[src/hw/rtl/sfta_pkg.sv]
// shared types and op codes for the strip/fan triangle assembler
package sfta_pkg;

    localparam logic [1:0] OP_START   = 2'd0;
    localparam logic [1:0] OP_COMMAND = 2'd1;
    localparam logic [1:0] OP_VERTEX  = 2'd2;

    localparam logic [15:0] LIMIT_RESET = 16'hFFFF;
    localparam logic [15:0] POS_MAX     = 16'hFFFF;

    typedef struct packed {
        logic        [15:0] index;
        logic signed [15:0] s;
        logic signed [15:0] t;
    } vertex_t;

    typedef struct packed {
        logic        [1:0]  op;
        logic signed [15:0] word;
        vertex_t            vtx;
    } cmd_t;

    typedef struct packed {
        vertex_t     a;
        vertex_t     b;
        vertex_t     c;
        logic [15:0] number;
    } triangle_t;

    typedef struct packed {
        logic      produced;
        triangle_t triangle;
    } result_t;

endpackage

[src/hw/rtl/sfta_in_reg.sv]
// input request register with stall generation
module sfta_in_reg
(
    input  logic               clk,
    input  logic               rst_n,
    input  logic               req_valid,
    output logic               req_stall,
    input  logic        [1:0]  op,
    input  logic signed [15:0] command_word,
    input  logic        [15:0] vertex_index,
    input  logic signed [15:0] tex_s,
    input  logic signed [15:0] tex_t,
    input  logic               take,
    output logic               cmd_valid,
    output sfta_pkg::cmd_t     cmd
);

    logic           valid_reg;
    logic           valid_next;
    sfta_pkg::cmd_t cmd_reg;
    logic           accept;

    assign req_stall = valid_reg && !take;
    assign accept    = req_valid && !req_stall;

    always_comb
    begin
        valid_next = valid_reg;
        if (accept)
        begin
            valid_next = 1'b1;
        end
        else if (take)
        begin
            valid_next = 1'b0;
        end
    end

    always_ff @(posedge clk or negedge rst_n)
    begin
        if (!rst_n)
        begin
            valid_reg <= 1'b0;
        end
        else
        begin
            valid_reg <= valid_next;
        end
    end

    // payload, no reset
    always_ff @(posedge clk)
    begin
        if (accept)
        begin
            cmd_reg.op        <= op;
            cmd_reg.word      <= command_word;
            cmd_reg.vtx.index <= vertex_index;
            cmd_reg.vtx.s     <= tex_s;
            cmd_reg.vtx.t     <= tex_t;
        end
    end

    assign cmd_valid = valid_reg;
    assign cmd       = cmd_reg;

endmodule

[src/hw/rtl/sfta_assemble.sv]
// primitive state, limit register and triangle corner selection
module sfta_assemble
(
    input  logic                clk,
    input  logic                rst_n,
    input  logic                cfg_write,
    input  logic [15:0]         cfg_data,
    input  logic                take,
    input  sfta_pkg::cmd_t      cmd,
    output sfta_pkg::result_t   result
);

    logic [15:0]       limit_reg;
    logic [15:0]       left_reg, left_next;
    logic [15:0]       pos_reg, pos_next;
    logic              fan_reg, fan_next;
    sfta_pkg::vertex_t first_reg, first_next;
    sfta_pkg::vertex_t older_reg, older_next;
    sfta_pkg::vertex_t newer_reg, newer_next;
    logic [15:0]       count_reg, count_next;
    logic              vertex_live;
    logic              emit;

    assign vertex_live = (cmd.op == sfta_pkg::OP_VERTEX) && (left_reg != 16'd0);
    assign emit        = vertex_live && (pos_reg >= 16'd2) && (count_reg < limit_reg);

    // corner selection
    always_comb
    begin
        result.produced        = emit;
        result.triangle.c      = cmd.vtx;
        result.triangle.number = count_reg;
        if (fan_reg)
        begin
            result.triangle.a = first_reg;
            result.triangle.b = newer_reg;
        end
        else if (!pos_reg[0])
        begin
            result.triangle.a = older_reg;
            result.triangle.b = newer_reg;
        end
        else
        begin
            result.triangle.a = newer_reg;
            result.triangle.b = older_reg;
        end
    end

    always_comb
    begin
        left_next  = left_reg;
        pos_next   = pos_reg;
        fan_next   = fan_reg;
        first_next = first_reg;
        older_next = older_reg;
        newer_next = newer_reg;
        count_next = count_reg;
        if (take)
        begin
            case (cmd.op)
                sfta_pkg::OP_START:
                begin
                    count_next = 16'd0;
                    left_next  = 16'd0;
                    pos_next   = 16'd0;
                end
                sfta_pkg::OP_COMMAND:
                begin
                    pos_next = 16'd0;
                    if (cmd.word == 16'sd0)
                    begin
                        left_next = 16'd0;
                    end
                    else if (cmd.word[15])
                    begin
                        fan_next  = 1'b1;
                        left_next = 16'(~cmd.word) + 16'd1;
                    end
                    else
                    begin
                        fan_next  = 1'b0;
                        left_next = cmd.word;
                    end
                end
                sfta_pkg::OP_VERTEX:
                begin
                    if (vertex_live)
                    begin
                        if (pos_reg == 16'd0)
                        begin
                            first_next = cmd.vtx;
                        end
                        if (emit)
                        begin
                            count_next = count_reg + 16'd1;
                        end
                        older_next = newer_reg;
                        newer_next = cmd.vtx;
                        if (pos_reg != sfta_pkg::POS_MAX)
                        begin
                            pos_next = pos_reg + 16'd1;
                        end
                        left_next = left_reg - 16'd1;
                    end
                end
                default:
                begin
                    left_next = left_reg;
                end
            endcase
        end
    end

    always_ff @(posedge clk or negedge rst_n)
    begin
        if (!rst_n)
        begin
            limit_reg <= sfta_pkg::LIMIT_RESET;
            left_reg  <= 16'd0;
            pos_reg   <= 16'd0;
            fan_reg   <= 1'b0;
            first_reg <= '0;
            older_reg <= '0;
            newer_reg <= '0;
            count_reg <= 16'd0;
        end
        else
        begin
            if (cfg_write)
            begin
                limit_reg <= cfg_data;
            end
            left_reg  <= left_next;
            pos_reg   <= pos_next;
            fan_reg   <= fan_next;
            first_reg <= first_next;
            older_reg <= older_next;
            newer_reg <= newer_next;
            count_reg <= count_next;
        end
    end

endmodule

[src/hw/rtl/sfta_out_reg.sv]
// result register toward the triangle channel
module sfta_out_reg
(
    input  logic                 clk,
    input  logic                 rst_n,
    input  logic                 load,
    input  sfta_pkg::triangle_t  tri_in,
    input  logic                 res_stall,
    output logic                 res_valid,
    output logic                 free,
    output sfta_pkg::triangle_t  tri_out
);

    logic                valid_reg;
    logic                valid_next;
    sfta_pkg::triangle_t tri_reg;

    assign free = !valid_reg || !res_stall;

    always_comb
    begin
        valid_next = valid_reg;
        if (load)
        begin
            valid_next = 1'b1;
        end
        else if (free)
        begin
            valid_next = 1'b0;
        end
    end

    always_ff @(posedge clk or negedge rst_n)
    begin
        if (!rst_n)
        begin
            valid_reg <= 1'b0;
        end
        else
        begin
            valid_reg <= valid_next;
        end
    end

    always_ff @(posedge clk)
    begin
        if (load)
        begin
            tri_reg <= tri_in;
        end
    end

    assign res_valid = valid_reg;
    assign tri_out   = tri_reg;

endmodule

[src/hw/rtl/strip_fan_triangle_assembler.sv]
// top level: strip and fan commands in, one triangle per qualifying vertex out
//
//   channel   handshake               payload
//   --------  ----------------------  -------------------------------------------
//   request   cmd_valid / cmd_stall   op, command_word, vertex_index, tex_s, tex_t
//   triangle  tri_valid / tri_stall   corner_*_index, corner_*_s/_t, triangle_number
//   config    cfg_valid / cfg_ready   cfg_data (triangle limit)
//
// one request per cycle sustained while tri_stall is low; a triangle leaves through
// the input register, then the result register; the primitive state is updated
// between them
// rst_n clears the handshake flags, the primitive state and sets the limit to 65535
// a stalled triangle holds the result register and the held request behind it,
// whether or not that request yields a triangle; with the input register full,
// cmd_stall rises
module strip_fan_triangle_assembler
(
    input  logic               clk,
    input  logic               rst_n,

    input  logic               cmd_valid,
    output logic               cmd_stall,
    input  logic        [1:0]  op,
    input  logic signed [15:0] command_word,
    input  logic        [15:0] vertex_index,
    input  logic signed [15:0] tex_s,
    input  logic signed [15:0] tex_t,

    output logic               tri_valid,
    input  logic               tri_stall,
    output logic        [15:0] corner_a_index,
    output logic        [15:0] corner_b_index,
    output logic        [15:0] corner_c_index,
    output logic signed [15:0] corner_a_s,
    output logic signed [15:0] corner_a_t,
    output logic signed [15:0] corner_b_s,
    output logic signed [15:0] corner_b_t,
    output logic signed [15:0] corner_c_s,
    output logic signed [15:0] corner_c_t,
    output logic        [15:0] triangle_number,

    input  logic               cfg_valid,
    output logic               cfg_ready,
    input  logic        [15:0] cfg_data
);

    logic                held_valid;
    sfta_pkg::cmd_t      held_cmd;
    sfta_pkg::result_t   result;
    sfta_pkg::triangle_t tri_q;
    logic                out_free;
    logic                take;

    // a held request moves on whenever the result register can take a triangle
    assign take      = held_valid && out_free;
    // the limit register is always writable
    assign cfg_ready = 1'b1;

    sfta_in_reg u_in
    (
        .clk          (clk),
        .rst_n        (rst_n),
        .req_valid    (cmd_valid),
        .req_stall    (cmd_stall),
        .op           (op),
        .command_word (command_word),
        .vertex_index (vertex_index),
        .tex_s        (tex_s),
        .tex_t        (tex_t),
        .take         (take),
        .cmd_valid    (held_valid),
        .cmd          (held_cmd)
    );

    sfta_assemble u_asm
    (
        .clk       (clk),
        .rst_n     (rst_n),
        .cfg_write (cfg_valid && cfg_ready),
        .cfg_data  (cfg_data),
        .take      (take),
        .cmd       (held_cmd),
        .result    (result)
    );

    sfta_out_reg u_out
    (
        .clk       (clk),
        .rst_n     (rst_n),
        .load      (take && result.produced),
        .tri_in    (result.triangle),
        .res_stall (tri_stall),
        .res_valid (tri_valid),
        .free      (out_free),
        .tri_out   (tri_q)
    );

    // unpack the triangle
    assign corner_a_index  = tri_q.a.index;
    assign corner_a_s      = tri_q.a.s;
    assign corner_a_t      = tri_q.a.t;
    assign corner_b_index  = tri_q.b.index;
    assign corner_b_s      = tri_q.b.s;
    assign corner_b_t      = tri_q.b.t;
    assign corner_c_index  = tri_q.c.index;
    assign corner_c_s      = tri_q.c.s;
    assign corner_c_t      = tri_q.c.t;
    assign triangle_number = tri_q.number;

    // a triangle only comes from a vertex request
    assert property (@(posedge clk) disable iff (!rst_n)
        result.produced |-> held_cmd.op == sfta_pkg::OP_VERTEX)
        else $error("triangle produced from a non-vertex request");

    // third corner is the vertex that produced the triangle
    assert property (@(posedge clk) disable iff (!rst_n)
        (take && result.produced) |=> (tri_valid && corner_c_index == $past(held_cmd.vtx.index)))
        else $error("third corner does not match the producing vertex");

    // a stalled result blocks the held request
    assert property (@(posedge clk) disable iff (!rst_n)
        (tri_valid && tri_stall) |-> !take)
        else $error("request advanced while result register is stalled");

    // the request side stalls only with a held request in place
    assert property (@(posedge clk) disable iff (!rst_n)
        cmd_stall |-> held_valid)
        else $error("request stall with an empty input register");

endmodule

[config.mk]
export PLATFORM = sky130hd
export DESIGN_NAME = strip_fan_triangle_assembler
export DESIGN_NICKNAME = d
export VERILOG_FILES = /design/src/hw/rtl/sfta_pkg.sv /design/src/hw/rtl/sfta_in_reg.sv /design/src/hw/rtl/sfta_assemble.sv /design/src/hw/rtl/sfta_out_reg.sv /design/src/hw/rtl/strip_fan_triangle_assembler.sv
export SDC_FILE = /design/constraint.sdc
export NUM_CORES = 1
export LEC_CHECK = 0
export ABC_AREA = 1
export BUFFER_PORTS_ARGS = -buffer_cell sky130_fd_sc_hd__buf_2
export CAP_MARGIN = 15
export CORE_ASPECT_RATIO = 0.5
export CORE_MARGIN = 2
export CORE_UTILIZATION = 50
export CTS_CLUSTER_SIZE = 28
export DETAILED_ROUTE_END_ITERATION = 10
export PLACE_DENSITY_LB_ADDON = 0.1
export SYNTH_ARGS = -nofsm -noshare
export SYNTH_HDL_FRONTEND = slang
export SYNTH_SLANG_ARGS = --single-unit
[constraint.sdc]
create_clock -name clk -period 8.9 [get_ports clk]
set_input_delay 0.89 -clock clk [delete_from_list [all_inputs] [get_ports clk]]
set_output_delay 0.89 -clock clk [all_outputs]
set_load 0.05 [all_outputs]
==> flow_summary.yaml <==
grt:
  antenna_found_initial: 1
  grt_pass1_vias: 12700
  grt_overflow: 0
  grt_pass1_wl_mm: 67.5
  grt_max_degree: 100
  grt.total_usage_pct: 21.4
sta:
  slew_headroom_pct: 26.8
  slew_viol_final: 0
  min_period_ns: 3.42
  hold_viol: 0
  fin_tns_setup_ns: 0
  period_share_pct: 38.4
  timing.fmax_mhz: 293
  rsz0062_at_grt: "no"
  setup_viol: 0
  finClkSkew_ns: 0.0108
  worst_pin_slew_ns: 1.10
cts:
  cts_setup_buffers: 0
  cts-buffers-inserted: 40
  h-tree-depth: 2
  cts_tree: "yes"
  cts.sinks: 437
  cts-root-buf: "clkbuf_16"
  cts_hold_buf: 0
  clkTransAtPathRegs_ns: 0.06
  clock_latency_ns: 0.54
  cts.repair.resized: 0
  cts_max_path_buffers: 3
die:
  die_w_um: 281
  die_area_sq_um: 40000
  fp.dieH_um: 142
  core_sq_um: 37500
  io_pins: 250
  row_count: 50
  start_util_pct: 51.0
yosys:
  yosysWarnings: 0
  synthMuxAreaShare_pct: 0.0588
  avgSynthCellArea_sq_um: 10.6
  synthArstFlopShare_pct: 48.3
  synth-adder-area-share_pct: 1.57
  synth_edf_count: 226
  synth-xor-area-share_pct: 1.01
  synth_simple_gate_area_share_pct: 15.9
  yosysTopAreaCell: "edfxtp_1"
  syn-num-nets: 1925
  synth_flop_cell: "edfxtp_1"
  synth_compound_area_share_pct: 11.7
  synth_area_leaders: "edfxtp_1, dfrtp_1, nand2_1, a21oi_1, o21ai_2"
  synth.top_cell.area_share_pct: 35.5
  synthCells: 1814
  syn-cell-area_sq_um: 19100
  synth_cell_types: 49
  ys_ff_latch: 437
  synth_top_family_by_area: "simple AND/OR/NAND/NOR gates"
  ys_seq_area_share_pct: 63.1
setup_path:
  rr_worst_depth: 10
  timing_worst_setup_path_type: "reg2reg"
  crit_family: "simple AND/OR/NAND/NOR gates"
  rr_startpoint: "u_asm.limit_reg[5]$_DFFE_PN1P_"
  critPathMaxFanout: 75
  startpoint_type: "flop"
  path_cells: "inv_1, ha_1, a21oi_1, nor2_1, nor3_1, nand2_1, nand2_1, nand2_4, nor2_4, buf_4"
  cpPeakStageDelay_ns: 0.84
  crit_path_frequent_cell: "nand2_1"
  r2r_end: "u_out.tri_out[133]$_DFFE_PP_"
  reg2reg_slack_ns: 5.48
  critPathSlowestCell: "buf_4"
  cp_num_buf_inv: 2
  cp.required_ns: 9.06
  cp.arrival_ns: 3.58
  endpoint_kind: "flop"
placement:
  gp_congestion: 0.819
  placed_area_sq_um: 20600
  port_buffers: 248
  place_hpwl_mm: 25.9
run:
  cap_violations: 0
pwr:
  power_density_nw_per_um2: 303
  swShare_pct: 35.3
  internal_power_mw: 4.30
  pwr-share-seq_pct: 44.3
  power_switching_mw: 2.35
  p_leak_nw: 9.64
  clkPwrFrac_pct: 26.7
  pwr-share-comb_pct: 29.0
  peakVddDrop_mv: 0.136
cells_and_area:
  syn2layout_area_growth_pct: 14.5
  largest_register_ffs: 160
  design_area_sq_um: 21900
  mostFrequentLayoutCell: "nand2_1"
  fin_nets: 2149
  most-common-layout-cells: "nand2_1, buf_2, edfxtp_1"
  drive_gt1_share_pct: 26.1
detailed_routing:
  vias: 13000
  antenna_left: 0
  vias_per_cell: 5.07
  drcViolationCount: 0
  drtIter0Drc: 1021
  drt_wl_total_mm: 42.2
  drtPass1Iterations: 7
  wire_per_inst_um: 16.5
hold_path:
  hold_path.class: "in2async"
status:
  outcome: "finished, final reports clean"
## per-layer routing
metal	wire length, um	up-vias	global-route usage (%)
met1	19400	6269	29.5
met2	20600	252	36.3
met4	554	0	4.11
met3	1600	48	3.55
met5	0	-	0
li1	-	6432	-
## worst register-to-register path, cell delays in order, from the launching register on
cell	delay, ns
dfstp_2	0.52
inv_1	0.04
ha_1	0.28
a21oi_1	0.14
nor2_1	0.06
nor3_1	0.13
nand2_1	0.11
nand2_1	0.11
nand2_4	0.09
nor2_4	0.62
buf_4	0.85
## cell usage after synthesis, types with 4 or more instances
cell type and count:
edfxtp_1 226, a21oi_1 163, dfstp_2 16, buf_1 4, nor3_1 14, xor2_1 19, buf_2 21, buf_6 6
buf_4 4, nor2_1 167, o21ai_0 106, nand2_1 319, clkbuf_1 33, nor2_2 6, o21ai_2 80, dfrtp_1 195
ha_1 24, o21ai_1 22, nand4_1 8, buf_12 9, inv_1 178, nand2_2 83, nand3_1 63, inv_2 9
## cells by family (layout without fill, tap and decap cells)
| kind of cell | Yosys count | in the layout |
|---|---|---|
| buffers and inverters | 269 | 525 |
| other | 1 | 2 |
| xor gates and xnor gates | 22 | 22 |
| and+or+nand+nor | 679 | 679 |
| adders and majority gates | 24 | 24 |
| DFF | 437 | 437 |
| muxes | 1 | 1 |
| AOI/OAI and AO/OA | 381 | 381 |
## per-stage QoR
step                      utilization, %  hold WS [ns]  std cells  worst slack, ns  total power [mW]
after floorplan                        -         0.426       1814           0.0335              4.47
after CTS                           58.4         0.413       2564             5.44              6.71
final                               58.4         0.395       2565             5.48              6.65
after detailed placement            54.8         0.451       2490             5.46              4.91
after global placement              54.8         0.442       2490             5.54              4.86
after global routing                58.4         0.452       2565             5.26              7.08
## power groups by stage
| stage | registers, mW | logic, mW | clock network, mW |
|---|---|---|---|
| after floorplan | 3.08 | 1.39 | 0 |
| final | 2.95 | 1.93 | 1.77 |
| after CTS | 2.94 | 1.94 | 1.82 |
| after global placement | 2.97 | 1.89 | 0 |
| after global routing | 3.00 | 2.17 | 1.91 |
| after detailed placement | 2.98 | 1.93 | 0 |
## how the worst max path moves through the flow
| stage | startpoint | endpoint | depth (start not counted) |
|---|---|---|---|
| 6_report | u_asm.limit_reg[5]$_DFFE_PN1P_ | u_out.tri_out[133]$_DFFE_PP_ | 10 |
| 3_3_place_gp | u_asm.limit_reg[13]$_DFFE_PN1P_ | u_out.tri_out[38]$_DFFE_PP_ | 10 |
| 2_1_floorplan | u_asm.pos_reg[0]$_DFFE_PN0P_ | u_out.tri_out[0]$_DFFE_PP_ | 11 |
| 4_1_cts | u_asm.limit_reg[13]$_DFFE_PN1P_ | u_out.tri_out[38]$_DFFE_PP_ | 10 |
| 3_5_place_dp | u_asm.limit_reg[13]$_DFFE_PN1P_ | u_out.tri_out[36]$_DFFE_PP_ | 10 |
| 5_1_grt | u_asm.limit_reg[5]$_DFFE_PN1P_ | u_out.tri_out[38]$_DFFE_PP_ | 10 |
## final cells by class
cell class	count	area (sq um)
antenna	1	2.50
sequential	437	12100
tap	494	618
timing repair buffer	262	1360
fill	3207	15600
clock inverter	19	229
inverter	189	713
multi-input combinational	1108	5810
clock buffer	55	1100
No activity file was read; power rests on OpenSTA's default activity.
